File: src/rtl/core/pph_pkg.sv
// Package for the polyline pick hit-test core.
// Holds shared widths, hit-kind codes, config indices and the controller-datapath command and status structs.
// No dependencies.
package pph_pkg;

  localparam int COORD_W      = 13;
  localparam int RADIUS_W     = 8;
  localparam int COUNT_W      = 7;
  localparam int CFG_W        = 8;
  localparam int INDEX_W      = 6;
  localparam int KIND_W       = 2;
  localparam int MAX_VERT_DEF = 64;

  localparam logic [KIND_W-1:0] KIND_NONE    = 2'd0;
  localparam logic [KIND_W-1:0] KIND_VERTEX  = 2'd1;
  localparam logic [KIND_W-1:0] KIND_SEGMENT = 2'd2;

  localparam logic CFG_RADIUS = 1'b0;
  localparam logic CFG_COUNT  = 1'b1;

  // Datapath step commands issued by the controller.
  localparam logic [3:0] CMD_IDLE  = 4'd0;
  localparam logic [3:0] CMD_VTX   = 4'd1;  // vertex distance from read data
  localparam logic [3:0] CMD_SEGA  = 4'd2;  // latch end vertex v
  localparam logic [3:0] CMD_SEGB  = 4'd3;  // latch start vertex w, form deltas
  localparam logic [3:0] CMD_SEGC  = 4'd4;  // l2 and d products
  localparam logic [3:0] CMD_SEGD  = 4'd5;  // sums, start divide
  localparam logic [3:0] CMD_DIV   = 4'd6;  // clamp check, then one quotient bit
  localparam logic [3:0] CMD_SEGE  = 4'd7;  // projection error
  localparam logic [3:0] CMD_SEGF  = 4'd8;  // squares
  localparam logic [3:0] CMD_SEGG  = 4'd9;  // sum and compare

  typedef struct packed {
    logic [3:0] op;
  } pph_cmd_t;

  typedef struct packed {
    logic hit;
    logic div_done;
  } pph_stat_t;

endpackage

File: src/rtl/core/pph_ctrl.sv
// Controller state machine: sequences vertex scan, then segment scan if no vertex hits, and reports.
// Depends on pph_pkg.
module pph_ctrl #(
  parameter int MAX_VERTICES = pph_pkg::MAX_VERT_DEF,
  localparam int AW = $clog2(MAX_VERTICES)
) (
  input  logic                          clk,
  input  logic                          rst_n,
  input  logic                          query,
  input  logic [pph_pkg::COUNT_W-1:0]   count,
  input  pph_pkg::pph_stat_t            stat,
  output logic                          busy,
  output logic [AW-1:0]                 raddr,
  output pph_pkg::pph_cmd_t             cmd,
  output logic                          done,
  output logic [pph_pkg::KIND_W-1:0]    kind,
  output logic [pph_pkg::INDEX_W-1:0]   index
);
  import pph_pkg::*;

  localparam logic [3:0] S_IDLE = 4'd0, S_VRD = 4'd1, S_VCHK = 4'd2, S_VRES = 4'd3,
                         S_SRD = 4'd4, S_SA = 4'd5, S_SB = 4'd6, S_SC = 4'd7,
                         S_SD = 4'd8, S_DIV = 4'd9, S_SE = 4'd10, S_SF = 4'd11,
                         S_SRES = 4'd13;

  logic [3:0]  state_r, state_nxt;
  logic [AW:0] i_r, i_nxt, n_r, n_nxt;
  logic        done_r;
  logic [KIND_W-1:0] kind_r;
  logic [INDEX_W-1:0] index_r;
  logic [AW:0] ncap;

  assign ncap = (32'(count) > MAX_VERTICES) ? (AW+1)'(MAX_VERTICES) : (AW+1)'(count);

  // Next-state logic and datapath commands.
  always_comb begin
    state_nxt = state_r;
    i_nxt     = i_r;
    n_nxt     = n_r;
    cmd.op    = CMD_IDLE;
    raddr     = i_r[AW-1:0];
    unique case (state_r)
      S_IDLE: if (query) begin
        n_nxt = ncap;
        i_nxt = '0;
        state_nxt = S_VRD;
      end
      S_VRD: state_nxt = (i_r >= n_r) ? S_SRD : S_VCHK;
      S_VCHK: begin
        cmd.op = CMD_VTX;
        state_nxt = S_VRES;
      end
      S_VRES: begin
        if (stat.hit) state_nxt = S_IDLE;
        else if ((i_r + 1'b1) >= n_r) begin
          // Last vertex missed: the segment scan starts at end vertex one.
          i_nxt = (AW+1)'(1);
          state_nxt = S_SRD;
        end else begin
          i_nxt = i_r + 1'b1;
          state_nxt = S_VRD;
          raddr = AW'(i_r + 1'b1);
        end
      end
      S_SRD: begin
        if (i_r == '0) i_nxt = (AW+1)'(1);
        state_nxt = (i_r >= n_r || n_r < (AW+1)'(2)) ? S_IDLE : S_SA;
      end
      S_SA: begin
        cmd.op = CMD_SEGA;
        raddr = AW'(i_r - 1'b1);
        state_nxt = S_SB;
      end
      S_SB: begin
        cmd.op = CMD_SEGB;
        state_nxt = S_SC;
      end
      S_SC: begin
        cmd.op = CMD_SEGC;
        state_nxt = S_SD;
      end
      S_SD: begin
        cmd.op = CMD_SEGD;
        state_nxt = S_DIV;
      end
      S_DIV: begin
        cmd.op = CMD_DIV;
        if (stat.div_done) begin
          cmd.op = CMD_SEGE;
          state_nxt = S_SF;
        end
      end
      S_SF: begin
        cmd.op = CMD_SEGF;
        state_nxt = S_SE;
      end
      S_SE: begin
        cmd.op = CMD_SEGG;
        state_nxt = S_SRES;
      end
      S_SRES: begin
        if (stat.hit) state_nxt = S_IDLE;
        else begin
          i_nxt = i_r + 1'b1;
          raddr = AW'(i_r + 1'b1);
          state_nxt = S_SRD;
        end
      end
      default: state_nxt = S_IDLE;
    endcase
  end

  // Hold state; register the result strobe from the finishing state.
  always_ff @(posedge clk) begin
    if (!rst_n) begin
      state_r <= S_IDLE;
      i_r     <= '0;
      n_r     <= '0;
      done_r  <= 1'b0;
    end else begin
      state_r <= state_nxt;
      i_r     <= i_nxt;
      n_r     <= n_nxt;
      done_r  <= 1'b0;
      if (state_r == S_VRES && stat.hit) begin
        done_r  <= 1'b1;
        kind_r  <= KIND_VERTEX;
        index_r <= INDEX_W'(i_r);
      end else if (state_r == S_SRES && stat.hit) begin
        done_r  <= 1'b1;
        kind_r  <= KIND_SEGMENT;
        index_r <= INDEX_W'(i_r);
      end else if (state_r == S_SRD && state_nxt == S_IDLE) begin
        done_r  <= 1'b1;
        kind_r  <= KIND_NONE;
        index_r <= '0;
      end
    end
  end

  assign busy  = (state_r != S_IDLE);
  assign done  = done_r;
  assign kind  = kind_r;
  assign index = index_r;

  // A result only follows a finishing state.
  a_done_src: assert property (@(posedge clk) disable iff (!rst_n)
    done_r |-> ($past(state_r) == S_VRES || $past(state_r) == S_SRES
                || $past(state_r) == S_SRD))
    else $error("result strobe without finishing state");
  a_idle_quiet: assert property (@(posedge clk) disable iff (!rst_n)
    (state_r == S_IDLE) |-> (cmd.op == CMD_IDLE))
    else $error("datapath command while idle");
  a_seg_index: assert property (@(posedge clk) disable iff (!rst_n)
    (state_r == S_SA) |-> (i_r != '0))
    else $error("segment scan at index zero");

endmodule

File: config.mk
export PLATFORM = sky130hd
export DESIGN_NAME = pph_ctrl
export DESIGN_NICKNAME = d
export VERILOG_FILES = /design/src/rtl/core/pph_pkg.sv /design/src/rtl/core/pph_ctrl.sv
export SDC_FILE = /design/constraint.sdc
export NUM_CORES = 1
export LEC_CHECK = 0
export ABC_AREA = 1
export BUFFER_PORTS_ARGS = -buffer_cell sky130_fd_sc_hd__buf_2
export CORE_AREA = 2 2 66 68
export DETAILED_ROUTE_END_ITERATION = 16
export DIE_AREA = 0 0 68 70
export HOLD_SLACK_MARGIN = 0.12
export PLACE_DENSITY = 0.77
export RECOVER_POWER = 25
export SYNTH_ARGS = -nofsm -noshare
export SYNTH_HDL_FRONTEND = slang
export SYNTH_SLANG_ARGS = --single-unit
File: constraint.sdc
create_clock -name clk -period 3.2 [get_ports clk]
set_clock_uncertainty 0.1 [all_clocks]
set_input_delay 0.32 -clock clk [delete_from_list [all_inputs] [get_ports clk]]
set_output_delay 0.32 -clock clk [all_outputs]
set_load 0.01 [all_outputs]
==> results of run 1 <==
[area by class of cell]
class	count	area, sq um
Fill cell	395	1840
Clock buffer	3	41.3
Multi-Input combinational cell	214	1190
Inverter	45	169
Tap cell	52	65.1
Sequential cell	27	628
Timing Repair Buffer	40	211
Clock inverter	1	5.00
[flip-flops by register name, indices dropped and copies added, names as in the netlist]
name and count:
i_r 7, n_r 7, index 6, state_r 4
kind 2, done 1
[worst reg2reg max path, stage by stage (launching register included)]
cell and delay [ns]:
dfxtp_4 0.38, ha_2 0.19, nand3_1 0.13, nor2_2 0.17, nand3_1 0.08, nand2_1 0.09, inv_1 0.05, ha_1 0.29
nand2_1 0.07, nor2_1 0.10, nand2_1 0.10, nand3_2 0.10, nand2_1 0.07, inv_2 0.06, nand3_2 0.07, a21oi_1 0.14
buf_4 0.19
[per-stage QoR]
step | instances | power, W | setup WS, ns | setup TNS (ns)
final | 382 | 0.00137 | 0.146 | 0
after floorplan | 289 | 0.000971 | 0.519 | 0
after detailed placement | 374 | 0.00116 | 0.311 | 0
after global routing | 382 | 0.00150 | -0.0613 | -0.120
after global placement | 374 | 0.00114 | 0.389 | 0
after CTS | 378 | 0.00136 | 0.0703 | 0
[synth_stat cells, types with 2 or more instances]
cell type / count / area (sq um)
nand2_1: 71 / 267
nor2_2: 2 / 12.5
xor2_1: 4 / 35.0
edfxtp_1: 8 / 240
a21oi_1: 23 / 115
o22ai_1: 2 / 12.5
inv_2: 2 / 7.51
nand2_2: 6 / 37.5
o21ai_0: 12 / 60.1
nand3_4: 2 / 35.0
dfxtp_1: 19 / 380
a21oi_2: 2 / 17.5
nor3_1: 6 / 30.0
nor2_4: 2 / 22.5
nand3_2: 3 / 30.0
ha_1: 18 / 225
inv_1: 42 / 158
nor2_1: 34 / 128
nand3_1: 18 / 90.1
[final timing paths]
path	startpoint	endpoint	slack, ns	cells after the start
hold / removal	count[1]	n_r[1]$_SDFFE_PN0P_	0.19	3
setup / recovery	i_r[0]$_SDFFE_PN0P_	raddr[0]	0.15	16
setup reg to reg	i_r[0]$_SDFFE_PN0P_	index[3]$_DFFE_PP_	0.55	16
hold reg to reg	n_r[5]$_SDFFE_PN0P_	n_r[5]$_SDFFE_PN0P_	0.37	2
[power breakdown]
group / switching [W] / total, W / leakage, nW / internal, W
logic: 0.000470 / 0.000725 / 0.893 / 0.000255
clock network: 0.000108 / 0.000196 / 0.0255 / 0.0000874
registers: 0.0000456 / 0.000454 / 0.237 / 0.000408
total: 0.000624 / 0.00137 / 1.16 / 0.000751
[kinds of logic after synthesis]
family	synth area share (%)
XOR/XNOR	1.76
adder cells (fa/ha/maj)	11.3
AND/OR/NAND/NOR	33.4
AO/OA/AOI/OAI	12.9
buffers and inverters	9.48
flip-flops	31.2
[per-layer routing]
layer  up-vias  track usage [%]  part of all wire, %
met5         -                0                    0
met4         0             6.22                  1.3
met3         7             2.58                  6.0
met2        75             34.6                   48
met1       889             28.3                   44
li1       1015                -                    -
[what timing repair did]
action	4_1_cts	5_1_grt
endpoints found under the hold margin	0	0
buffers inserted	0	4
gates resized for setup	2	8
setup endpoints to repair	1	6
pin swaps	0	1
==> metrics.md, run 1 <==
| Metric | Value |
|---|---|
| CTS Buffer Depth | `2` |
| Vias/cell | `roughly 5.2` |
| Finished Cell Area | `between 2000 and 2500 sq um` |
| Critical path arrival | `2.63 ns` |
| Die height | `70 um` |
| Placeable Area | `4140 sq um` |
| Root buf cell | `clkbuf_8` |
| CTS tree | `yes` |
| Initial Util | `48.1%` |
| Post-DP HPWL | `3.67 mm` |
| Number of core rows | `24` |
| Worst Path Buf+Inv | `4` |
| Number of synthesized flops with an enable pin | `8` |
| Slowest cell delay on critical path | `roughly 0.38 ns` |
| CP delay by family, top | `simple AND/OR/NAND/NOR gates` |
| CP Launch Type | `flip-flop` |
| Mapped cell area | `1990 sq um` |
| Clock sink count | `27` |
| Power per Cell Area | `between 500 and 600 nW/um^2` |
| GRT Resource Usage Total | `21.0%` |
| Layout cells sized above 1 | `17.9%` |
| P&R area growth vs syn | `15.9%` |
| Final nets | `361` |
| DR iter-0 viols | `137` |
| Die area | `4760 sq um` |
| Worst EP required | `2.78 ns` |
| CTS Buf Count | `3` |
| Status | `completed` |
| Number of max-cap violations | `0` |
| Post-synthesis sequential area ratio | `between 30% and 40%` |
| Actual slew at the worst max-slew pin | `0.503 ns` |
| Worst setup EP type | `output pin` |
| Commonest non-fill, non-tap cells in the layout | `nand2_1, inv_1, nor2_1, a21oi_1, buf_2` |
| Asr flop ratio synth | `0%` |
| Vias in the first global route | `1829` |
| Post-synth top flop | `dfxtp_1` |
| Worst-path clk slew | `0.09 ns` |
| Hold_buf cts | `0` |
| IO Port Bufs | `31` |
| Final Wtd Congestion | `slightly above 0.9` |
| Fmax | `around 330 MHz` |
| I/O pin count | `32` |
| Path type of the worst setup path | `reg2out` |
| Post-Route WL | `4.70 mm` |
| Hold Fails Final Rpt | `0` |
| Synthesized flop and latch total | `27` |
| Ordered list of cells on the worst path | `ha_2 -> nand3_1 -> nor2_2 -> nand3_1 -> nand2_1 -> inv_1 -> ha_1 -> nand2_1 -> inv_1 -> a21oi_2 -> nand2_2 -> inv_1 -> ha_1 -> nand2_1 -> o211ai_1 -> buf_2` |
| Cells after Synth | `289` |
| TritonRoute pass-1 iters | `5` |
| Clock Latency Late Sink | `around 0.27 ns` |
| Wire length per cell | `12.3 um` |
| Dpl cell area | `around 2200 sq um` |
| Routed Antenna Nets | `0` |
| Netlist cell types | `32` |
| Routed via count | `between 1500 and 2000` |
| Antenna diodes | `0` |
| Hold_ws | `0.192 ns` |
| Initial antenna violation count | `0` |
| Final setup vio count | `0` |
| Largest net degree at the start of global routing | `16` |
| Slew HR | `roughly two thirds` |
| Ys Warns | `0` |
| CP Max Fanout | `4` |
| Most common cell after layout, fill and taps aside | `nand2_1` |
| HP Class | `in2reg` |
| Post-route minimum period | `3.05 ns` |
| Leak Pwr | `roughly 1.2 nW` |
| Syn nets | `319` |
| First-pass GRT wire length | `around 8.0 mm` |
| VDD IR max | `269 uV` |
| Util after Layout | `55.7%` |
| H-Tree Depth | `1` |
| Crit share post-route | `95.4%` |
| Total grt overflow | `0` |
| CP max stage cell | `dfxtp_4` |
| Die X | `68 um` |
| Avg Synthesized Cell Area | `6.89 sq um` |
| Slew Viols, Final | `0` |
| DR DRC count | `0` |
Power figures use the tool's default switching activity.
==> inputs of run 2 (changes only) <==
--- a/config.mk
+++ b/config.mk
@@ -10,6 +10,7 @@
 export CORE_AREA = 2 2 66 68
 export DETAILED_ROUTE_END_ITERATION = 16
 export DIE_AREA = 0 0 68 70
+export GPL_ROUTABILITY_DRIVEN = 0
 export HOLD_SLACK_MARGIN = 0.12
 export PLACE_DENSITY = 0.77
 export RECOVER_POWER = 25
==> constraint.sdc (replaced) <==
create_clock -name clk -period 3.2 [get_ports clk]
set_clock_uncertainty 0.1 [all_clocks]
set_input_delay 0.32 -clock clk [delete_from_list [all_inputs] [get_ports clk]]
set_output_delay 0.32 -clock clk [all_outputs]
set_load 0.05 [all_outputs]
==> metrics.md, run 2 (same netlist as run 1, synthesis figures left out) <==
| Metric | Value |
|---|---|
| Vias/cell | `5.29` |
| VDD IR max | `383 uV` |
| CTS Buffer Depth | `2` |
| Die X | `68 um` |
| Actual slew at the worst max-slew pin | `0.726 ns` |
| Clock Latency Late Sink | `0.29 ns` |
| Total grt overflow | `0` |
| Vias in the first global route | `1774` |
| Most common cell after layout, fill and taps aside | `nand2_1` |
| Largest net degree at the start of global routing | `18` |
| Die area | `4760 sq um` |
| IO Port Bufs | `31` |
| Routed Antenna Nets | `0` |
| Clock sink count | `27` |
| Post-route minimum period | `3.12 ns` |
| Initial antenna violation count | `0` |
| Critical path arrival | `about 2.7 ns` |
| Fillers | `399` |
| Power per Cell Area | `652 nW/um^2` |
| HP Class | `in2reg` |
| Initial Util | `48.1%` |
| Root buf cell | `clkbuf_8` |
| Setup TNS | `0 ns` |
| Hold_ws | `between 0.15 and 0.2 ns` |
| Post-DP HPWL | `3.70 mm` |
| Worst EP required | `2.78 ns` |
| Post-Route WL | `5.02 mm` |
| DR DRC count | `0` |
| I/O pin count | `32` |
| CTS Buf Count | `3` |
| H-Tree Depth | `1` |
| Int Pwr | `around 0.00075 W` |
| Antenna diodes | `0` |
| Area taken by flip-flops and latches | `633 sq um` |
| Routed via count | `~2000` |
| Final setup vio count | `0` |
| CTS tree | `yes` |
| CP Launch Type | `flip-flop` |
| DR iter-0 viols | `247` |
| Sequential Power Share | `between 30% and 40%` |
| Placeable Area | `just over 4000 sq um` |
| P&R area growth vs syn | `16.7%` |
| Number of core rows | `24` |
| Hold Fails Final Rpt | `0` |
| Number of max-cap violations | `0` |
| Worst-path clk slew | `~0.11 ns` |
| Fmax | `321 MHz` |
| First-pass GRT wire length | `8.02 mm` |
| GRT Resource Usage Total | `21.5%` |
| Layout cells sized above 1 | `18.0%` |
| Commonest non-fill, non-tap cells in the layout | `nand2_1, inv_1, nor2_1, a21oi_1` |
| Path type of the worst setup path | `reg2out` |
| TritonRoute pass-1 iters | `6` |
| Sw power | `0.000762 W` |
| Wire length per cell | `13.2 um` |
| Worst setup EP type | `output pin` |
| Status | `completed` |
| Switching share of power | `between 50% and 60%` |
| CP Max Fanout | `5` |
| Crit share post-route | `97.4%` |
| Final nets | `358` |
| Slew HR | `51.6%` |
| Slew Viols, Final | `0` |
| Leak Pwr | `1.14 nW` |
| Hold_buf cts | `0` |
| Combinational Power Share | `a little under three fifths` |
| Clock power share | `~15%` |
| Multi-input logic area | `1200 sq um` |
| Die height | `70 um` |
run 2: cell count changes in the layout (fill, tap and decap cells not counted), sizes merged:
cell    change
buf         -5
clkbuf      +2
clkinv      -1
inv         +1
run 2: power by group through the flow:
stage / clock, W / sequential, W / combinational [W]
final: 0.000223 / 0.000460 / 0.000833
after global routing: 0.000233 / 0.000465 / 0.000932
after CTS: 0.000224 / 0.000458 / 0.000815
after detailed placement: 0 / 0.000465 / 0.000810
after global placement: 0 / 0.000463 / 0.000794
after floorplan: 0 / 0.000475 / 0.000611
run 2: timing repair:
action,in CTS,in global routing
buffers inserted,0,3
pin swaps,0,2
resized for setup,7,14
setup endpoints to repair,6,14
run 2: area by class of cell:
class / instances / share of cell area, %
Inverter: 45 / 7.27
Timing Repair Buffer: 37 / 8.77
Clock buffer: 3 / 1.78
Multi-Input combinational cell: 214 / 51.8
Tap cell: 52 / 2.80
Sequential cell: 27 / 27.2
Clock inverter: 1 / 0.377
run 2: metrics by stage:
step                util, %  total power [W]  cell area, sq um  instances  setup slack, ns
floorplan                 -          0.00109              1990        289            0.147
global placement       53.4          0.00126              2210        372            0.273
detailed placement     53.4          0.00128              2210        372            0.222
CTS                    55.1          0.00150              2280        376         0.000925
global route           56.1          0.00163              2320        379          -0.0475
finish                 56.1          0.00152              2320        379           0.0817
run 2: worst max-delay path, stage by stage, from the launching register on:
cell and delay [ns]:
dfxtp_4 0.41, ha_4 0.16, nand3_2 0.11, nor2_2 0.16, nand3_1 0.10, nand2_1 0.11
inv_1 0.05, ha_1 0.28, nand2_1 0.07, nor2_1 0.10, nand2_1 0.09, nand2_2 0.09
inv_1 0.05, ha_1 0.27, nand2_1 0.06, o211ai_1 0.09, buf_4 0.22
run 2: metal layers:
layer | vias up | track usage [%] | part of all wire, %
li1 | 1013 | - | -
met1 | 887 | 29.9 | 43
met2 | 95 | 33.8 | 48
met3 | 9 | 1.77 | 7.0
met4 | 0 | 8.67 | 1.8
met5 | - | 0 | 0
run 2: worst paths after layout:
kind                        from                   to  slack, ns  depth (start not counted)
max          i_r[0]$_SDFFE_PN0P_             raddr[0]       0.08                         16
max reg2reg  i_r[0]$_SDFFE_PN0P_   index[2]$_DFFE_PP_       0.24                         15
min reg2reg  n_r[5]$_SDFFE_PN0P_  n_r[5]$_SDFFE_PN0P_       0.38                          2
min                     count[3]  n_r[3]$_SDFFE_PN0P_       0.17                          3
